**src/hw/rtl/tps_pkg.sv**
```systemverilog
package tps_pkg;

  localparam int QUEUE_DEPTH_DEF = 1024;
  localparam int MAX_TILES_DEF   = 4096;

  localparam int COORD_W = 6;
  localparam int TPR_W   = 7;
  localparam int ENTRY_W = 14;
  localparam int SUM_W   = 13;
  localparam int SUM_MAX = 63 * 127 + 63;
  localparam int RK_W    = 5;
  localparam int CFG_IDX_W  = 3;
  localparam int CFG_DATA_W = 7;

  typedef enum logic [2:0] {
    OP_PUSH    = 3'd0,
    OP_PROMOTE = 3'd1,
    OP_UNLOCK  = 3'd2,
    OP_TAKE    = 3'd3,
    OP_FLUSH   = 3'd4
  } op_t;

  typedef enum logic [2:0] {
    K_DONE   = 3'd0,
    K_TILE   = 3'd1,
    K_UNLOCK = 3'd2,
    K_DEAD   = 3'd3,
    K_EMPTY  = 3'd4
  } job_kind_t;

  typedef enum logic [1:0] {
    E_TILE   = 2'd0,
    E_UNLOCK = 2'd1,
    E_DEAD   = 2'd2
  } entry_kind_t;

  typedef enum logic [1:0] {
    ST_NONE = 2'd0,
    ST_HIGH = 2'd1,
    ST_LOW  = 2'd2
  } tile_st_t;

  typedef enum logic [1:0] {
    RD_HEAD = 2'd0,
    RD_CNT  = 2'd1,
    RD_LAST = 2'd2
  } rd_mode_t;

  localparam logic [CFG_IDX_W-1:0] CFG_TPR    = 3'd0;
  localparam logic [CFG_IDX_W-1:0] CFG_LEFT   = 3'd1;
  localparam logic [CFG_IDX_W-1:0] CFG_TOP    = 3'd2;
  localparam logic [CFG_IDX_W-1:0] CFG_RIGHT  = 3'd3;
  localparam logic [CFG_IDX_W-1:0] CFG_BOTTOM = 3'd4;
  localparam logic [CFG_IDX_W-1:0] CFG_OUTEN  = 3'd5;

  // Number of compare-subtract steps that fold the status index into the map.
  function automatic int red_steps(input int max_tiles);
    int s;
    s = 0;
    for (int k = 0; k < 24; k++) begin
      if ((longint'(max_tiles) << s) <= longint'(SUM_MAX)) s = s + 1;
    end
    return s;
  endfunction

  typedef struct packed {
    logic        ld_in;
    logic        mul;
    logic        red;
    logic        st_wr;
    tile_st_t    st_wval;
    logic        st_sweep;
    logic        q_sel;
    logic        q_push;
    logic        push_unlock;
    rd_mode_t    q_rd;
    logic        q_pop;
    logic        q_dec;
    logic        q_wr_cnt;
    logic        wr_kill;
    logic        ld_take;
    logic        cnt_clr;
    logic        cnt_inc;
    logic        out_ld;
    job_kind_t   out_kind;
    logic        out_nq;
    logic        out_full;
  } tps_cmd_t;

  typedef struct packed {
    logic        out_free;
    logic        red_done;
    tile_st_t    st_rdata;
    op_t         op;
    logic        in_view;
    logic        out_en;
    logic        hi_empty;
    logic        lo_empty;
    logic        hi_full;
    logic        lo_full;
    logic        cnt_eq_hcount;
    logic        cnt_eq_lcount;
    logic        cnt_zero;
    logic        cnt_lo_last;
    logic        match;
    entry_kind_t front_kind;
    logic        map_last;
  } tps_status_t;

endpackage

```
**src/hw/rtl/tps_ctrl.sv**
```systemverilog
module tps_ctrl import tps_pkg::*; (
  input  logic        clk,
  input  logic        rst_n,
  input  logic        in_valid,
  output logic        in_ready,
  input  tps_status_t sts,
  output tps_cmd_t    cmd
);
  typedef enum logic [3:0] {
    S_INIT, S_IDLE, S_MUL, S_RED, S_STW, S_TKW, S_SRD, S_SCMP, S_MVW, S_FL, S_MCLR
  } state_t;

  state_t state_r, state_nxt;
  logic   sel_r, sel_nxt;
  logic   clr_r, clr_nxt;

  assign in_ready = (state_r == S_IDLE) && sts.out_free;

  always_comb begin
    cmd       = '0;
    cmd.q_sel = sel_r;
    state_nxt = state_r;
    sel_nxt   = sel_r;
    clr_nxt   = clr_r;
    unique case (state_r)
      // Sweep the status map to none after reset
      S_INIT: begin
        cmd.st_wr    = 1'b1;
        cmd.st_sweep = 1'b1;
        cmd.st_wval  = ST_NONE;
        cmd.cnt_inc  = 1'b1;
        if (sts.map_last) begin
          cmd.cnt_clr = 1'b1;
          state_nxt   = S_IDLE;
        end
      end
      S_IDLE: begin
        if (in_valid && in_ready) begin
          cmd.ld_in = 1'b1;
          clr_nxt   = 1'b0;
          state_nxt = S_MUL;
        end
      end
      S_MUL: begin
        cmd.mul   = 1'b1;
        state_nxt = S_RED;
      end
      // Fold the index; a dequeued tile clears its map entry here
      S_RED: begin
        if (!sts.red_done) cmd.red = 1'b1;
        else if (clr_r) begin
          cmd.st_wr    = 1'b1;
          cmd.st_wval  = ST_NONE;
          cmd.out_ld   = 1'b1;
          cmd.out_kind = K_TILE;
          state_nxt    = S_IDLE;
        end else state_nxt = S_STW;
      end
      S_STW: begin
        cmd.out_kind = K_DONE;
        state_nxt    = S_IDLE;
        case (sts.op)
          OP_PUSH, OP_PROMOTE: begin
            cmd.out_ld = 1'b1;
            if (sts.in_view && sts.st_rdata == ST_LOW) begin
              cmd.q_sel = 1'b0;
              if (sts.hi_full) cmd.out_full = 1'b1;
              else begin
                cmd.q_push  = 1'b1;
                cmd.st_wr   = 1'b1;
                cmd.st_wval = ST_HIGH;
                cmd.cnt_clr = 1'b1;
                cmd.out_ld  = 1'b0;
                sel_nxt     = 1'b1;
                state_nxt   = S_SRD;
              end
            end else if (sts.op == OP_PUSH && sts.st_rdata == ST_NONE &&
                         (sts.in_view || sts.out_en)) begin
              cmd.q_sel = !sts.in_view;
              if (sts.in_view ? sts.hi_full : sts.lo_full) cmd.out_full = 1'b1;
              else begin
                cmd.q_push  = 1'b1;
                cmd.st_wr   = 1'b1;
                cmd.st_wval = sts.in_view ? ST_HIGH : ST_LOW;
                cmd.out_nq  = 1'b1;
              end
            end
          end
          OP_UNLOCK: begin
            cmd.out_ld = 1'b1;
            cmd.q_sel  = 1'b0;
            if (sts.hi_full) cmd.out_full = 1'b1;
            else begin
              cmd.q_push      = 1'b1;
              cmd.push_unlock = 1'b1;
              cmd.out_nq      = 1'b1;
            end
          end
          OP_TAKE: begin
            cmd.q_rd = RD_HEAD;
            if (!sts.hi_empty) begin
              sel_nxt   = 1'b0;
              state_nxt = S_TKW;
            end else if (!sts.lo_empty) begin
              sel_nxt   = 1'b1;
              state_nxt = S_TKW;
            end else begin
              cmd.out_ld   = 1'b1;
              cmd.out_kind = K_EMPTY;
            end
          end
          OP_FLUSH: begin
            cmd.cnt_clr = 1'b1;
            sel_nxt     = 1'b0;
            state_nxt   = S_FL;
          end
          default: cmd.out_ld = 1'b1;
        endcase
      end
      // Front entry is on the read port: pop it, and report it or start to clear its tile's map entry
      S_TKW: begin
        cmd.q_pop = 1'b1;
        state_nxt = S_IDLE;
        if (sts.front_kind == E_TILE) begin
          cmd.ld_take = 1'b1;
          clr_nxt     = 1'b1;
          state_nxt   = S_MUL;
        end else begin
          cmd.out_ld   = 1'b1;
          cmd.out_kind = (sts.front_kind == E_UNLOCK) ? K_UNLOCK : K_DEAD;
        end
      end
      // Search the low queue for the promoted tile
      S_SRD: begin
        cmd.q_rd = RD_CNT;
        if (sts.cnt_eq_lcount) begin
          cmd.out_ld   = 1'b1;
          cmd.out_kind = K_DONE;
          state_nxt    = S_IDLE;
        end else state_nxt = S_SCMP;
      end
      S_SCMP: begin
        cmd.q_rd = RD_LAST;
        if (sts.match) begin
          if (sts.cnt_zero || sts.cnt_lo_last) begin
            cmd.q_pop    = sts.cnt_zero;
            cmd.q_dec    = !sts.cnt_zero;
            cmd.out_ld   = 1'b1;
            cmd.out_kind = K_DONE;
            state_nxt    = S_IDLE;
          end else state_nxt = S_MVW;
        end else begin
          cmd.cnt_inc = 1'b1;
          state_nxt   = S_SRD;
        end
      end
      // Move the last entry into the hole
      S_MVW: begin
        cmd.q_wr_cnt = 1'b1;
        cmd.q_dec    = 1'b1;
        cmd.out_ld   = 1'b1;
        cmd.out_kind = K_DONE;
        state_nxt    = S_IDLE;
      end
      // Tombstone every queued entry, high then low
      S_FL: begin
        if (sel_r ? sts.cnt_eq_lcount : sts.cnt_eq_hcount) begin
          cmd.cnt_clr = 1'b1;
          sel_nxt     = 1'b1;
          if (sel_r) state_nxt = S_MCLR;
        end else begin
          cmd.q_wr_cnt = 1'b1;
          cmd.wr_kill  = 1'b1;
          cmd.cnt_inc  = 1'b1;
        end
      end
      S_MCLR: begin
        cmd.st_wr    = 1'b1;
        cmd.st_sweep = 1'b1;
        cmd.st_wval  = ST_NONE;
        cmd.cnt_inc  = 1'b1;
        if (sts.map_last) begin
          cmd.cnt_clr  = 1'b1;
          cmd.out_ld   = 1'b1;
          cmd.out_kind = K_DONE;
          state_nxt    = S_IDLE;
        end
      end
      default: state_nxt = S_IDLE;
    endcase
  end

  always_ff @(posedge clk) begin
    if (!rst_n) begin
      state_r <= S_INIT;
      sel_r   <= 1'b0;
      clr_r   <= 1'b0;
    end else begin
      state_r <= state_nxt;
      sel_r   <= sel_nxt;
      clr_r   <= clr_nxt;
    end
  end

`ifndef NO_ASSERTIONS
  a_accept_idle: assert property (@(posedge clk) disable iff (!rst_n)
    (in_valid && in_ready) |=> (state_r == S_MUL)) else $error("accept did not start work");
  a_result_ends: assert property (@(posedge clk) disable iff (!rst_n)
    cmd.out_ld |=> (state_r == S_IDLE)) else $error("result issued mid operation");
  a_no_accept_busy: assert property (@(posedge clk) disable iff (!rst_n)
    (state_r != S_IDLE) |-> !in_ready) else $error("ready while busy");
`endif
endmodule

```
**config.mk**
```make
export PLATFORM = sky130hd
export DESIGN_NAME = tps_ctrl
export DESIGN_NICKNAME = d
export VERILOG_FILES = /design/src/hw/rtl/tps_pkg.sv /design/src/hw/rtl/tps_ctrl.sv
export SDC_FILE = /design/constraint.sdc
export NUM_CORES = 1
export LEC_CHECK = 0
export BUFFER_PORTS_ARGS = -buffer_cell sky130_fd_sc_hd__buf_4
export CAP_MARGIN = 20
export CORE_UTILIZATION = 46
export CTS_CLUSTER_DIAMETER = 150
export DETAILED_ROUTE_END_ITERATION = 10
export PLACE_DENSITY = 0.84
export SLEW_MARGIN = 20
export SYNTH_ARGS = -nofsm -noshare
export SYNTH_HDL_FRONTEND = slang
export SYNTH_SLANG_ARGS = --single-unit
export TNS_END_PERCENT = 100
```
**constraint.sdc**
```tcl
create_clock -name clk -period 1.95 [get_ports clk]
set_input_delay 0.0975 -clock clk [delete_from_list [all_inputs] [get_ports clk]]
set_output_delay 0.0975 -clock clk [all_outputs]
set_load 0.01 [all_outputs]
```
==> results.py <==
metrics = {
    "status": {
        "outcome": "finished, violations left",
        "failed_checks": "setup timing",
    },
    "min_path": {
        "min_path_type": "input pin to register",
        "min_from": "rst_n",
        "min_to": "state_r[3]",
        "hold-path-cell-count": 2,
    },
    "synth": {
        "ys.warnings.count": 0,
        "synthesis.area_mm2": 0.00103,
        "synth_edf_count": 0,
        "synthTopCellsByArea": "dfxtp_1 (12%), nor2_1 (5.1%), nor3_1 (4.9%)",
        "syn_inst": 146,
        "synth_ff_type": "dfxtp_1",
        "avgSynthCellArea_um2": 7.04,
        "synth_top_cell_area_share_pct": 11.7,
        "async_flop_share_pct": 0,
        "ys_types": 51,
        "ys_ff_latch": 6,
        "synth_seq_area_share_pct": 11.7,
        "yosysTopAreaCell": "dfxtp_1",
        "synthesis.nets": 170,
    },
    "placement": {
        "placed_cell_area_mm2": 0.00146,
        "routabilityCongestion": 0.914,
        "hpwl_um": 2730,
        "dp.cells": 226,
        "port_buffers": 49,
    },
    "timing": {
        "hold_viol": 0,
        "tightest_slew_ps": 594,
        "slew_headroom_pct": 59.4,
        "hold_slack_ps": 103,
        "fin_setup_tns_ps": -25.8,
        "period_share_pct": 101,
        "finClkSkew_ps": 7.94,
        "finalSetupViolations": 1,
        "worst_slack_ps": -25.8,
        "rsz0062_at_grt": "yes",
        "post-route-min-period_ps": 1980,
        "timing.fmax_mhz": 506,
        "slew_violations": 0,
    },
    "clock_network": {
        "clock-sinks": 6,
        "clock_path_buffers": 2,
        "clock-root-buffer": "clkbuf_4",
        "clk_pin_slew_ps": 50,
        "cts_tree": "built",
        "cts_buffers": 3,
        "hold_buffers": 0,
        "clk_latency_ps": 260,
        "h-tree-depth": 1,
    },
    "setup_path": {
        "r2r_slack_ps": 210,
        "worstSetupPathType": "register to primary output",
        "slowest_delay_ps": 530,
        "r2r_start": "state_r[1]",
        "cp_data_required_time_ps": 1850,
        "cp-start-kind": "register",
        "rr_worst_depth": 5,
        "path_max_fanout": 6,
        "slowest_stage": "or4_4",
        "crit_chain": "nor4b_4, nand3_2, or4_4, nor2_2, buf_4",
        "endpoint_kind": "primary output",
        "arrival_ps": 1880,
        "r2r-end": "state_r[0]",
    },
    "cells_and_area": {
        "drive_above_1_share_pct": 41.2,
        "finalInstanceArea_mm2": 0.00154,
        "antenna_cells": 0,
        "instances_no_fill": 231,
        "fin_util_pct": 76.1,
        "n_fill_cell": 157,
        "synthToLayoutAreaGrowth_pct": 49.5,
        "finalNetCount": 230,
    },
    "route": {
        "route.final.wire_length_um": 3710,
        "vias": 1454,
        "wire_per_inst_um": 16.0,
        "drcViolationCount": 0,
        "ant_nets": 0,
        "vias_per_cell": 6.29,
        "drtIter0Drc": 87,
        "drt-pass1-iter-count": 6,
    },
    "pwr": {
        "powerDensity_mw_per_mm2": 697,
        "p_leak_uw": 0.000687,
        "ir_drop_uv": 495,
    },
    "grt": {
        "grt.met2_usage_pct": 48.4,
        "grt_max_degree": 15,
        "grtUsageMet1_pct": 39.3,
        "antenna_found_initial": 0,
        "track_usage_pct": 30.1,
        "busiest_layer": "met2",
        "grt_pass1_wl_um": 5750,
        "grt_overflow_total": 0,
        "globalRouteMet3Util_pct": 6.23,
        "grt_pass1_vias": 1262,
    },
    "die": {
        "ios": 50,
        "die_w_um": 49.3,
        "core_area_mm2": 0.00202,
        "fp-row-count": 16,
        "die_y_um": 49.3,
        "start_util_pct": 50.9,
        "die_area_mm2": 0.00243,
    },
    "flow_run": {
        "cap_violations": 0,
    },
}
==> per-layer routing <==
| layer | wire length [µm] | up-vias |
|---|---|---|
| li1 | - | 681 |
| met1 | 1440 | 644 |
| met2 | 1760 | 120 |
| met3 | 456 | 9 |
| met4 | 46 | 0 |
| met5 | 0 | - |
==> cell type report <==
class	instances	area (µm²)	share of cell area, %
Timing Repair Buffer	62	465	30.3
Sequential cell	6	129	8.38
Tap cell	27	33.8	2.20
Multi-Input combinational cell	123	850	55.2
Inverter	10	37.5	2.44
Clock buffer	3	22.5	1.46
==> worst max-delay path, delay by kind of cell, from the launching register on <==
kind / cells / cell delay (ps)
buffers and inverters: 1 / 130
flip-flops: 1 / 360
AND/OR/NAND/NOR: 4 / 1130
==> repair_timing <==
action | in CTS | in global routing
gates resized for setup | 2 | 15
endpoints found under the setup margin | 6 | 8
pin swaps | 1 | 4
setup buffers | 1 | 1
cloned | 0 | 0
==> flip-flops by register name (all words and copies together) (netlist names) <==
name / cells
clr_r: 1
state_r: 4
sel_r: 1
==> layout by cell type (no fill, tap or decap), types with 2 or more instances in the layout <==
master,n
buf_4,62
nor2_1,13
nand2_1,11
inv_1,10
nor3_1,10
o21ai_0,6
a21oi_1,5
nand2b_1,5
nand3_1,4
o31ai_1,4
o211ai_1,3
nor3b_1,3
nor2b_1,3
nand3b_1,3
a21o_1,3
a211oi_1,3
clkbuf_4,3
dfxtp_1,3
nand4bb_1,2
nand2_2,2
nand2b_2,2
or4_4,2
a221o_1,2
o32ai_1,2
o21ai_2,2
a32oi_1,2
nor4_1,2
mux2i_1,2
dfxtp_4,2
==> worst max-delay path by stage <==
stage	start	to	slack [ps]	cells past startpoint
5_1_grt	state_r[1]	cmd[20]	-80	5
4_1_cts	state_r[1]	cmd[20]	2	5
3_5_place_dp	state_r[3]	state_r[0]	60	4
3_3_place_gp	state_r[3]	cmd[20]	170	5
2_1_floorplan	state_r[3]	cmd[20]	300	4
6_report	state_r[1]	cmd[20]	-30	5
==> power breakdown <==
part,switching (µW),total [µW],internal (µW)
sequential,53.3,207,154
clock,54.0,124,70.2
combinational,364,740,376
==> metrics by stage <==
stage          power (µW)  worst slack, ps
6_report             1070            -25.8
5_1_grt              1150            -75.7
2_1_floorplan         651              300
3_3_place_gp          908              168
3_5_place_dp          922             60.2
4_1_cts              1050             1.89
==> cell families (layout without fill, tap and decap cells) <==
| family | Yosys count | after routing | synth area share (%) |
|---|---|---|---|
| compound gates | 45 | 45 | 32.4 |
| buf+inv | 17 | 75 | 8.39 |
| flops | 6 | 6 | 11.7 |
| mux | 2 | 2 | 1.95 |
| simple gates | 76 | 76 | 45.6 |
==> synthesized netlist by cell type, types with 4 or more instances <==
master     n
a21oi_1    5
nor3_1    10
nand3_1    4
nor2_1    14
inv_1     10
o21ai_0    9
nand2b_1   7
nand2_1   13
o31ai_1    4
dfxtp_1    6
Note: power is estimated with default switching activity, not from simulation.
